`src/mhpq_pkg.sv`:
```
// Shared types and codes for the min-heap priority queue.
`timescale 1ns / 1ps
package mhpq_pkg;

  localparam int unsigned CmdW    = 2;
  localparam int unsigned ValW    = 32;
  localparam int unsigned CountW  = 6;
  localparam int unsigned StatusW = 2;

  localparam logic [CmdW-1:0] CmdPush = 2'd0;
  localparam logic [CmdW-1:0] CmdPop  = 2'd1;
  localparam logic [CmdW-1:0] CmdPeek = 2'd2;

  localparam logic [StatusW-1:0] StatOk    = 2'd0;
  localparam logic [StatusW-1:0] StatFull  = 2'd1;
  localparam logic [StatusW-1:0] StatEmpty = 2'd2;

  typedef struct packed {
    logic push;
    logic pop;
  } cell_ctl_t;

endpackage

```
`src/mhpq_cell.sv`:
```
// One slot of the sorted cell row: holds a value, shifts on push and pop.
`timescale 1ns / 1ps
module mhpq_cell
  import mhpq_pkg::*;
(
  input  logic                   clk_i,
  input  cell_ctl_t              ctl_i,
  input  logic signed [ValW-1:0] value_i,
  input  logic                   occ_i,
  input  logic signed [ValW-1:0] left_val_i,
  input  logic                   left_go_i,
  input  logic signed [ValW-1:0] right_val_i,
  output logic signed [ValW-1:0] val_o,
  output logic                   go_o
);

  logic signed [ValW-1:0] val_q, val_d;

  // new value belongs at or before this slot
  assign go_o  = !occ_i || (value_i < val_q);
  assign val_o = val_q;

  always_comb begin
    val_d = val_q;
    if (ctl_i.push) begin
      if (left_go_i) begin
        val_d = left_val_i;
      end else if (go_o) begin
        val_d = value_i;
      end
    end else if (ctl_i.pop) begin
      val_d = right_val_i;
    end
  end

  always_ff @(posedge clk_i) begin
    val_q <= val_d;
  end

endmodule

```
`config.mk`:
```
export PLATFORM = sky130hd
export DESIGN_NAME = mhpq_cell
export DESIGN_NICKNAME = d
export VERILOG_FILES = /design/src/mhpq_pkg.sv /design/src/mhpq_cell.sv
export SDC_FILE = /design/constraint.sdc
export NUM_CORES = 1
export LEC_CHECK = 0
export BUFFER_PORTS_ARGS = -buffer_cell sky130_fd_sc_hd__clkbuf_2
export CORE_MARGIN = 3
export CORE_UTILIZATION = 48
export CTS_CLUSTER_DIAMETER = 200
export DETAILED_ROUTE_END_ITERATION = 10
export GPL_TIMING_DRIVEN = 0
export PLACE_DENSITY = 0.9
export SLEW_MARGIN = 20
export SYNTH_ARGS = -nofsm -noshare
export SYNTH_HDL_FRONTEND = slang
export SYNTH_SLANG_ARGS = --single-unit
export TNS_END_PERCENT = 50
```
`constraint.sdc`:
```
create_clock -name clk_i -period 7.9 [get_ports clk_i]
set_input_delay 0.395 -clock clk_i [delete_from_list [all_inputs] [get_ports clk_i]]
set_output_delay 0.395 -clock clk_i [all_outputs]
set_load 0.01 [all_outputs]
```
# Word-level counts from Yosys, hierarchy flattened
# Index checks and enable logic that the tools add are counted.
# word_totals
reg_bits,32
inputBits,101
word_cells,11
# classes
order_cmp,1
eq_ne,1
mux,4
reduce_logical,4
# ops
cell,count
$mux 32,4
$lt 32x32->1,1
$ne 3x1->1 const B,1
$reduce_and 2->1,1
$reduce_bool 2->1,1
$logic_not 1->1,1
$logic_or 1x1->1,1

# Depth between registers and ports, before layout
# Gate-level depths: netlist of the first run.
# logic_depth
word_depth,5
mapped_depth,9
ltp_nobuf,9

# Worst setup path after synthesis of the first run
# OpenSTA, ideal clock, no wires.
# synth_path
kind,register to register
start,"register val_q[30], in the netlist val_o[30]"
end,"register val_q[0], in the netlist val_o[0] (enable)"
setup_ns,0.432
arrival_time_ns,3.326
required_time_ns,7.468
path_slack_ns,4.142
path_stages_with_launch,10
path_buffers,0
path_cell_list,edfxtp_1 -> inv_1 -> ha_1 -> a21oi_2 -> nand2_1 -> a221o_1 -> a311oi_1 -> o31a_1 -> xor2_1 -> a21oi_1
# synth_via
elab_chain_cells,4
# synth_lines
item,line_no,rtl
"start, declared",mhpq_cell.sv:17,"logic signed [ValW-1:0] val_q, val_d;"
"start signal, assigned",mhpq_cell.sv:37,val_q <= val_d;
$lt 32x32->1,mhpq_cell.sv:20,assign go_o = !occ_i || (value_i < val_q);
$logic_or 1x1->1,mhpq_cell.sv:20,
$ne 3x1->1 (no source line),--,
$reduce_and 2->1 (no source line),--,
# No other way between the ends.
# A chain may end at the register's enable or synchronous reset.

# Final worst setup path of the first run
# layout_path
start,"register val_q[2], in the netlist val_o[2]"
end,"register val_q[8], in the netlist val_o[8] (enable)"
# Same word-level chain as after synthesis.

==> reports/metrics.csv, run 1 <==
stage;metric;value;unit
sta;final hold slack;0.435;ns
critical_path;Worst EP required;7.89;ns
sta;final hold vios;0;
power;Pwr Density;151;nW/µm²
sta;max-slew violation count;0;
die;width of the die;76.7;µm
power;Clk network pwr share;0.227;
power;Cell Int Power;340;µW
logic_synthesis;ys async rst share;0;
clock_network;CTS max path bufs;2;
sta;Slew @ Worst Pin;0.652;ns
die;Core Area;4790;µm²
finish;fin nets;524;
logic_synthesis;Syn Inst Count;253;
critical_path;Crit Reg-Reg Startpoint;val_o[2]$_DFFE_PP_;
sta;Tcrit/Tclk final;0.396;
critical_path;Worst setup SP type;register;
placed_design;post-detail-place hpwl;5630;µm
critical_path;Worst Setup End Kind;register;
flow_run;number of max-cap violations;0;
power;Final Power;492;µW
logic_synthesis;post-synth top area share;0.400;
placed_design;Final GP Congestion;0.833;
grt;largest net degree at the start of global routing;18;
clock_network;post_cts resized;0;
logic_synthesis;Synth Flop Type;edfxtp_1;
clock_network;clock-pin slew on the worst setup and hold paths;0.06;ns
critical_path;critical path startpoint;val_o[2]$_DFFE_PP_;
route;final wirelength;6800;µm
clock_network;Post-CTS Hold Buffers;0;
finish;# diodes;0;
die;row cnt;25;
route;DRC;0;
power;P_sw;152;µW
grt;All-Layer GR Usage;0.239;
route;vias;2369;
finish;Layout fillers;399;
grt;grt ovf;0;
clock_network;Post-CTS Setup Inserts;0;
clock_network;Worst-Skew Late Latency;0.28;ns
power;Reg power frac;0.448;
clock_network;Clock Sinks;32;
die;DIE HEIGHT;76.7;µm
grt;antenna violations before repair;0;
logic_synthesis;Synth top cells by count;a21oi_1, nor2_1, edfxtp_1, mux2i_1;
logic_synthesis;Unique masters post-synth;24;
critical_path;Reg2Reg Depth;10;
clock_network;CTS Root Cell;clkbuf_8;
clock_network;CTS tree;done;
sta;Setup TNS Final;0;ns
die;initial core utilization;0.502;
logic_synthesis;Avg Cell Area, Syn;9.49;µm²
route;post-route ant nets;0;
critical_path;Critical Path End;val_o[8]$_DFFE_PP_;
logic_synthesis;ranking of synthesized cells by area;edfxtp_1, ha_1, mux2i_1;
route;Initial DRT Pass Iterations;4;
critical_path;crit path max fanout;17;
critical_path;reg-to-reg endpoint;val_o[8]$_DFFE_PP_;
grt;first-pass GRT wire length;11200;µm
logic_synthesis;post-synthesis sequential area ratio;0.400;
sta;RSZ-0062 raised after global routing;no;
route;vias per inst;5.18;
finish;layout cells sized above 1;0.364;
logic_synthesis;synth warn;0;
placed_design;Port Buffers;131;
die;I/O pin count;134;
logic_synthesis;Seq cells post-synth;32;
critical_path;crit path kind;register to register;
grt;vias in the first global route;2504;
sta;max_slew headroom;0.565;
logic_synthesis;Mapped Area;2400;µm²
run_status;outcome;completed;
logic_synthesis;number of synthesized flops with an enable pin;32;
sta;minimum clock period;3.13;ns
critical_path;critical path arrival;3.12;ns
worst_hold_path;worst hold path class;input pin to register;
critical_path;Reg2Reg Setup Slack;4.77;ns
sta;highest clock rate;320;MHz
sta;final setup vio count;0;
clock_network;TritonCTS buffer count;5;
power;Leak Pwr;1.75;nW
power;Switching Fraction;0.308;
sta;clk_skew;0.00202;ns
power;maximum VDD drop;0.0882;mV
route;per-cell routed wire length;14.9;µm
logic_synthesis;top-count cell post-synth;a21oi_1;
finish;synth-to-layout area growth;35.3;%
route;Starting DRT DRC Count;83;
clock_network;CTS H-tree lvls;2;
logic_synthesis;syn nets;385;
die;Die ar.;5890;µm²
finish;max reg flops;32;
logic_synthesis;area leader, netlist;edfxtp_1;
power;logic gate share of total power;0.325;
-- metal layers --
metal / track usage / routed length [µm]
met3: 0.0505 / 444
met4: 0.123 / 219
met1: 0.266 / 2590
met5: 0 / 0
met2: 0.428 / 3540
-- cell type report --
| cell class | count | area, µm² | area share |
|---|---|---|---|
| sequential | 32 | 961 | 0.296 |
| multi-input combinational | 179 | 1290 | 0.397 |
| timing repair buffer | 132 | 683 | 0.210 |
| clock buffer | 5 | 68.8 | 0.0212 |
| buffer | 11 | 45.0 | 0.0139 |
| inverter | 31 | 116 | 0.0358 |
| tap | 67 | 83.8 | 0.0258 |
-- stage by stage --
stage	std cells	area, µm²	setup WS [ns]	util
after floorplan	253	2400	4.14	-
after global placement	451	3140	3.16	0.656
after detailed placement	452	3180	4.68	0.664
after CTS	457	3250	4.78	0.679
after global routing	457	3250	4.68	0.679
final	457	3250	4.77	0.679
-- layout by cell type, fill, tap and decap left out, types with 4 or more instances in the layout --
cell type | synthesis | routed
a21oi_1 | 45 | 44
mux2i_1 | 32 | 32
nor2_1 | 37 | 37
inv_1 | 31 | 31
clkbuf_8 | 0 | 5
nand4_1 | 5 | 5
o21ai_0 | 4 | 4
clkbuf_1 | 8 | 8
clkbuf_2 | 0 | 131
edfxtp_1 | 32 | 32
nand2_1 | 9 | 9
ha_1 | 31 | 31
-- power groups by stage --
stage	sequential, mW	clock (mW)	combinational (mW)
3_5_place_dp	0.224	0	0.159
5_1_grt	0.223	0.122	0.179
2_1_floorplan	0.232	0	0.0775
6_report	0.220	0.112	0.160
4_1_cts	0.220	0.115	0.161
3_3_place_gp	0.224	0	0.147
-- worst min path at each step --
| stage | cells after the start | to | from |
|---|---|---|---|
| finish | 3 | val_o[24]$_DFFE_PP_ | right_val_i[24] |
| global route | 3 | val_o[1]$_DFFE_PP_ | right_val_i[1] |
| CTS | 3 | val_o[24]$_DFFE_PP_ | right_val_i[24] |
| detailed placement | 3 | val_o[24]$_DFFE_PP_ | right_val_i[24] |
| global placement | 3 | val_o[21]$_DFFE_PP_ | right_val_i[21] |
| floorplan | 2 | val_o[30]$_DFFE_PP_ | right_val_i[30] |
-- worst max-delay path, stage by stage (launching register included) --
cell and delay (ns):
edfxtp_1 0.39, inv_1 0.07, ha_1 0.23, a211o_1 0.29, a31oi_1 0.16, o221ai_1 0.18, a211oi_1 0.38, o31a_1 0.21
xor2_1 0.13, a21oi_4 0.56, buf_16 0.23
-- logic make-up (layout without fill, tap and decap cells) --
kind of cell / count (synthesis) / after routing / share of synthesized area
and+or+nand+nor: 56 / 56 / 0.0974
AOI/OAI and AO/OA: 59 / 59 / 0.137
muxes: 32 / 32 / 0.133
buffers and inverters: 42 / 179 / 0.0672
xor gates and xnor gates: 1 / 1 / 0.00365
adders and majority gates: 31 / 31 / 0.162
DFF: 32 / 32 / 0.400
(Power assumes the default switching activity.)
==> run 2: changes to the inputs <==
ABC_AREA = 1   (was default)
CORE_UTILIZATION = 45   (was 48)
PLACE_DENSITY = 0.85   (was 0.9)
clock period = 3 ns   (was 7.9 ns; I/O delays follow)
==> reports/metrics.csv, run 2 <==
stage;metric;value;unit;change
run_status;outcome;completed;;
finish;fin nets;589;;+12%
critical_path;Buf+Inv Stages, Crit Path;2;;unchanged
logic_synthesis;Synth top cells by count;nand2_1, o21ai_0, inv_1, nor2_1, edfxtp_1;;
worst_hold_path;Hold Path Sink;val_o[17]$_DFFE_PP_;;
sta;final hold vios;0;;unchanged
clock_network;CTS max path bufs;2;;unchanged
sta;final critical-path setup slack;0.545;ns;-4.23 ns
die;row cnt;26;;+4.0%
finish;fin cells;528;;+16%
clock_network;CTS tree;done;;
clock_network;CTS Root Cell;clkbuf_8;;
placed_design;total instance count after detailed placement;520;;+15%
logic_synthesis;syn nets;449;;+17%
grt;largest net degree at the start of global routing;33;;+15
die;Core Area;5170;µm²;+8.1%
sta;final setup vio count;0;;unchanged
die;DIE HEIGHT;79.8;µm;+4.0%
die;width of the die;79.8;µm;+4.0%
logic_synthesis;synth warn;0;;unchanged
sta;Tcrit/Tclk final;0.818;;+0.422
finish;synth-to-layout area growth;34.0;%;
critical_path;critical path arrival;2.36;ns;-0.76 ns
sta;clk_skew;0.00743;ns;+0.00541 ns
logic_synthesis;Post-Synth Adder-Cell Area;0.158;;-0.00322
route;vias;2620;;+11%
sta;max-slew violation count;0;;unchanged
route;final wirelength;6900;µm;+1.4%
placed_design;post-detail-place hpwl;5570;µm;-1.1%
logic_synthesis;Avg Cell Area, Syn;7.73;µm²;-19%
sta;Slew @ Worst Pin;0.702;ns;+0.0509 ns
route;met1 WL;2970;µm;+14%
critical_path;Max stage delay cell, worst path;inv_2;;
route;met2 routed WL;3370;µm;-4.9%
finish;most common cell after layout, fill and taps aside;clkbuf_2;;
clock_network;clock-pin slew on the worst setup and hold paths;0.06;ns;about the same
sta;RSZ-0062 raised after global routing;no;;
flow_run;number of max-cap violations;0;;unchanged
die;I/O pin count;134;;unchanged
critical_path;Worst setup SP type;register;;
finish;# diodes;0;;unchanged
sta;max_slew headroom;0.531;;-0.0337
logic_synthesis;Syn Inst Count;317;;+25%
grt;antenna violations before repair;0;;unchanged
route;DR WL met3;510;µm;+15%
die;Die ar.;6370;µm²;+8.1%
logic_synthesis;Compound-Gate Fraction of Synth Area;0.174;;+0.0371
critical_path;crit path max fanout;32;;+15
power;Leak Pwr;1.75;nW;about the same
clock_network;Clock Sinks;32;;unchanged
logic_synthesis;ranking of synthesized cells by area;edfxtp_1, ha_1, o21ai_0;;
logic_synthesis;Synth Area in XOR/XNOR;0;;-0.00365
logic_synthesis;Synth Flop Type;edfxtp_1;;
logic_synthesis;number of synthesized flops with an enable pin;32;;unchanged
logic_synthesis;post-synthesis sequential area ratio;0.392;;-0.00797
sta;minimum clock period;2.45;ns;-0.672 ns
logic_synthesis;largest family of logic cells by synthesized area;simple AND/OR/NAND/NOR gates;;
critical_path;Worst Setup End Kind;register;;
route;Initial DRT Pass Iterations;4;;unchanged
logic_synthesis;Synth Area in Simple Gates;0.191;;+0.0936
worst_hold_path;Hold Crit Start;right_val_i[17];;
die;initial core utilization;0.474;;-0.0281
route;DR top layer;met4;;
route;DRC;0;;unchanged
logic_synthesis;Mapped Area;2450;µm²;+2.0%
critical_path;Worst path top cell family by delay;buffers and inverters;;
route;post-route ant nets;0;;unchanged
critical_path;crit path kind;register to register;;
route;vias per inst;4.96;;-4.3%
grt;All-Layer GR Usage;0.217;;-0.0224
power;Pwr Density;399;nW/µm²;+160%
critical_path;critical path's largest stage delay;0.51;ns;-0.05 ns
route;Starting DRT DRC Count;125;;+51%
clock_network;Worst-Skew Late Latency;0.28;ns;about the same
critical_path;reg-to-reg endpoint;val_o[13]$_DFFE_PP_;;
power;maximum VDD drop;0.224;mV;+150%
logic_synthesis;mux contribution to synthesized area;0;;-0.133
logic_synthesis;Unique masters post-synth;17;;-29%
route;per-cell routed wire length;13.1;µm;-12%
finish;post-layout util;0.635;;-0.0440
worst_hold_path;WHS Path Cells;3;;unchanged
clock_network;Post-CTS Hold Buffers;0;;unchanged
grt;vias in the first global route;2422;;-3.3%
logic_synthesis;post-synth top area share;0.392;;-0.00797
critical_path;Reg2Reg Setup Slack;0.55;ns;-4.23 ns
logic_synthesis;area leader, netlist;edfxtp_1;;
worst_hold_path;worst hold path class;input pin to register;;
critical_path;Reg2Reg Depth;11;;+1
finish;max reg flops;32;;unchanged
placed_design;pre-CTS setup slack;0.538;ns;-4.14 ns
clock_network;post_cts resized;0;;unchanged
finish;layout cells sized above 1;0.325;;-0.0388
critical_path;Crit Reg-Reg Startpoint;val_o[19]$_DFFE_PP_;;
sta;highest clock rate;407;MHz;+27%
critical_path;CP cell instances;inv_1 > ha_1 > a21oi_1 > o21ai_1 > nand2_1 > nand3_1 > a21oi_2 > nand3_1 > nand4_1 > nand2_1 > inv_2;;
sta;final hold slack;0.155;ns;-0.280 ns
logic_synthesis;Seq cells post-synth;32;;unchanged
clock_network;TritonCTS buffer count;5;;unchanged
grt;first-pass GRT wire length;10800;µm;-3.4%
clock_network;Post-CTS Setup Inserts;0;;unchanged
grt;grt ovf;0;;unchanged
critical_path;Worst EP required;2.91;ns;-4.98 ns
placed_design;Port Buffers;133;;+1.5%
clock_network;CTS H-tree lvls;2;;unchanged
sta;Setup TNS Final;0;ns;unchanged
logic_synthesis;ys async rst share;0;;unchanged
finish;commonest cells after routing, fill and taps aside;clkbuf_2, o21ai_0, nand2_1;;
placed_design;Final GP Congestion;0.815;;-2.2%
[run 2: worst reg2reg max path: stages (launching register included)]
cell and delay (ns):
edfxtp_1 0.41, inv_1 0.09, ha_1 0.25, a21oi_1 0.16, o21ai_1 0.08, nand2_1 0.07, nand3_1 0.09, a21oi_2 0.15
nand3_1 0.11, nand4_1 0.10, nand2_1 0.06, inv_2 0.52
[run 2: worst max-delay path by stage]
stage	start	to	slack [ns]	cells after the start
detailed placement	val_o[19]$_DFFE_PP_	val_o[22]$_DFFE_PP_	0.54	11
global route	val_o[15]$_DFFE_PP_	val_o[17]$_DFFE_PP_	0.36	13
floorplan	val_o[21]$_DFFE_PP_	val_o[0]$_DFFE_PP_	0.56	11
CTS	val_o[19]$_DFFE_PP_	val_o[22]$_DFFE_PP_	0.51	11
finish	val_o[19]$_DFFE_PP_	val_o[13]$_DFFE_PP_	0.55	11
global placement	val_o[5]$_DFFE_PP_	val_o[19]$_DFFE_PP_	0.20	13
[run 2: cell type report]
type / count / area [µm²]
clock buffers: 7 / 76.3
repair buffers: 133 / 666
plain buffers: 12 / 46.3
well taps: 70 / 87.6
flip-flops and latches: 32 / 961
fillers: 488 / 1890
clock inverters: 1 / 3.75
inverters: 43 / 161
multi-input cells: 230 / 1280
[run 2: power breakdown]
group	internal [mW]	total, mW	leakage, nW	switching, mW
Clock	0.161	0.314	0.0399	0.152
Sequential	0.557	0.582	0.327	0.0253
Combinational	0.176	0.413	1.38	0.237
Total	0.894	1.31	1.75	0.415
[run 2: metal layers]
layer / track usage / up-vias
met3: 0.0440 / 6
li1: - / 1334
met1: 0.268 / 1180
met4: 0.0557 / 0
met2: 0.386 / 100
met5: 0 / -
[run 2: logic make-up (layout without fill, tap and decap cells)]
| kind of cell | after synthesis | after routing |
|---|---|---|
| and+or+nand+nor | 117 | 117 |
| AOI/OAI and AO/OA | 82 | 82 |
| DFF | 32 | 32 |
| adders and majority gates | 31 | 31 |
| buffers and inverters | 55 | 196 |
[run 2: through the flow]
stage | power (mW) | instance area, µm²
2_1_floorplan | 0.820 | 2450
3_3_place_gp | 0.988 | 3200
3_5_place_dp | 1.01 | 3200
4_1_cts | 1.32 | 3280
5_1_grt | 1.40 | 3280
6_report | 1.31 | 3280
==> run 3: changes to the inputs <==
CORE_UTILIZATION = 41   (was 45)
PLACE_DENSITY = 0.82   (was 0.85)
clock period = 2.1 ns   (was 3 ns; I/O delays follow)
==> reports/metrics.csv, run 3 (synthesized netlist as in run 2, its figures left out) <==
stage;metric;value;unit;change
grt;met3 Resource Use GR;0.0288;;-0.0152
grt;first-pass GRT wire length;11700;µm;+8.0%
critical_path;Worst setup SP type;register;;
clock_network;CTS max path bufs;2;;unchanged
sta;final hold slack;0.106;ns;-0.0492 ns
sta;RSZ-0062 raised after global routing;yes;;
power;maximum VDD drop;0.302;mV;+35%
placed_design;pre-CTS setup slack;-0.607;ns;-1.14 ns
power;Pwr Density;563;nW/µm²;+41%
power;Cell Int Power;1.32;mW;+48%
sta;minimum clock period;2.12;ns;-0.331 ns
grt;largest net degree at the start of global routing;17;;-48%
worst_hold_path;worst hold path class;input pin to register;;
power;Reg power frac;0.427;;-0.018
sta;final hold vios;0;;unchanged
critical_path;Reg2Reg Setup Slack;-0.02;ns;-0.57 ns
finish;fin cells;540;;+2.3%
die;Die ar.;6940;µm²;+9.0%
route;vias;2703;;+3.2%
placed_design;Area after DPL;3220;µm²;+0.59%
power;logic gate share of total power;0.340;;+0.024
route;post-route ant nets;0;;unchanged
route;final wirelength;7210;µm;+4.6%
clock_network;Clock Sinks;32;;unchanged
route;per-cell routed wire length;13.4;µm;+2.2%
power;Switching Fraction;0.320;;+0.00300
sta;final setup vio count;32;;+32
power;P_sw;623;µW;+50%
grt;met1 Use GR;0.246;;-0.0212
route;Starting DRT DRC Count;142;;+14%
placed_design;total instance count after detailed placement;522;;+0.38%
critical_path;Worst Setup End Kind;register;;
route;vias per inst;5.01;;+0.88%
run_status;outcome;finished with violations;;
finish;most common cell after layout, fill and taps aside;clkbuf_2;;
grt;grt ovf;0;;unchanged
grt;Top Usage Layer GRT;met2;;
clock_network;CTS tree;done;;
die;row cnt;27;;+3.8%
grt;All-Layer GR Usage;0.204;;-0.0129
route;DRC;0;;unchanged
grt;met2 Use GR;0.366;;-0.0198
finish;fin area;3460;µm²;+5.4%
critical_path;crit path max fanout;16;;-50%
finish;commonest cells after routing, fill and taps aside;clkbuf_2, o21ai_0, nand2_1;;
die;I/O pin count;134;;unchanged
power;Leak Pwr;1.80;nW;+2.9%
placed_design;Port Buffers;133;;unchanged
sta;clk_skew;0.00942;ns;+0.00198 ns
clock_network;Worst-Skew Late Latency;0.28;ns;about the same
placed_design;Final GP Congestion;0.816;;about the same
finish;# diodes;0;;unchanged
run_status;failing checks;negative setup slack;;
grt;vias in the first global route;2625;;+8.4%
clock_network;CTS H-tree lvls;2;;unchanged
clock_network;clock-pin slew on the worst setup and hold paths;0.07;ns;about the same
die;DIE HEIGHT;83.3;µm;+4.4%
sta;highest clock rate;471;MHz;+16%
clock_network;CTS Root Cell;clkbuf_8;;
die;initial core utilization;0.434;;-0.0394
power;Clk network pwr share;0.233;;-0.007
sta;Slew @ Worst Pin;0.537;ns;-0.165 ns
grt;antenna violations before repair;0;;unchanged
critical_path;critical path arrival;2.16;ns;-0.20 ns
critical_path;crit path kind;register to register;;
finish;max reg flops;32;;unchanged
flow_run;number of max-cap violations;0;;unchanged
finish;synth-to-layout area growth;41.2;%;
sta;max-slew violation count;0;;unchanged
die;width of the die;83.3;µm;+4.4%
sta;Tcrit/Tclk final;1.01;;+0.193
die;Core Area;5640;µm²;+9.1%
clock_network;TritonCTS buffer count;5;;unchanged
sta;final critical-path setup slack;-0.0237;ns;-0.569 ns
finish;fin nets;599;;+1.7%
sta;max_slew headroom;0.642;;+0.111
finish;layout cells sized above 1;0.363;;+0.0379
critical_path;Worst EP required;2.14;ns;-0.77 ns
route;Initial DRT Pass Iterations;5;;+1
placed_design;post-detail-place hpwl;5600;µm;+0.57%
## run 3: final cells by class
| type | count | area, µm² |
|---|---|---|
| Buffer | 12 | 46.3 |
| Clock buffer | 7 | 76.3 |
| Clock inverter | 1 | 3.75 |
| Fill cell | 540 | 2180 |
| Inverter | 43 | 165 |
| Multi-Input combinational cell | 230 | 1350 |
| Sequential cell | 32 | 961 |
| Tap cell | 72 | 90.1 |
| Timing Repair Buffer | 142 | 757 |
| Timing Repair inverter | 1 | 7.51 |
## run 3: critical path, cell delays in order (launching register included)
cell,delay (ns)
edfxtp_1,0.40
inv_1,0.08
ha_1,0.24
nand2_1,0.09
inv_2,0.03
nand2_1,0.05
nand2_1,0.05
nand2_1,0.05
nand2_1,0.06
nand2_1,0.06
nand2_1,0.06
nand2_1,0.07
nand2_1,0.06
nand2_1,0.08
nand4_1,0.09
nand2_2,0.14
clkinvlp_4,0.11
buf_12,0.16
## run 3: stage by stage
stage / util / setup TNS [ns] / power (mW)
4_1_cts: 0.598 / -0.419 / 1.93
5_1_grt: 0.613 / -6.04 / 2.08
3_3_place_gp: 0.571 / -16.90 / 1.42
6_report: 0.613 / -0.566 / 1.95
2_1_floorplan: - / -6.52 / 1.18
3_5_place_dp: 0.571 / -19.39 / 1.44
## run 3: layer usage
| metal | vias up | wire, µm |
|---|---|---|
| met5 | - | 0 |
| met4 | 0 | 150 |
| met3 | 17 | 526 |
| met2 | 124 | 3620 |
| met1 | 1207 | 2910 |
| li1 | 1355 | - |
## run 3: power by group through the flow
stage	clock (mW)	combinational, mW	sequential, mW
after floorplan	0	0.300	0.876
final	0.454	0.662	0.831
after global routing	0.491	0.755	0.839
after CTS	0.464	0.631	0.832
after global placement	0	0.578	0.842
after detailed placement	0	0.596	0.848
## run 3: timing repair
action,CTS,global route
cloned,1,0
hold buffers,0,0
endpoints found under the setup margin,32,33
buffers inserted,5,4
pin swaps,3,1
resized for setup,6,8
## run 3: worst paths after layout
kind                                           from                   to  cells after the start
worst max-delay path             val_o[3]$_DFFE_PP_  val_o[27]$_DFFE_PP_                     17
worst min-delay path                right_val_i[22]  val_o[22]$_DFFE_PP_                      3
worst max register to register   val_o[3]$_DFFE_PP_  val_o[27]$_DFFE_PP_                     17
worst min register to register  val_o[31]$_DFFE_PP_   val_o[0]$_DFFE_PP_                      8
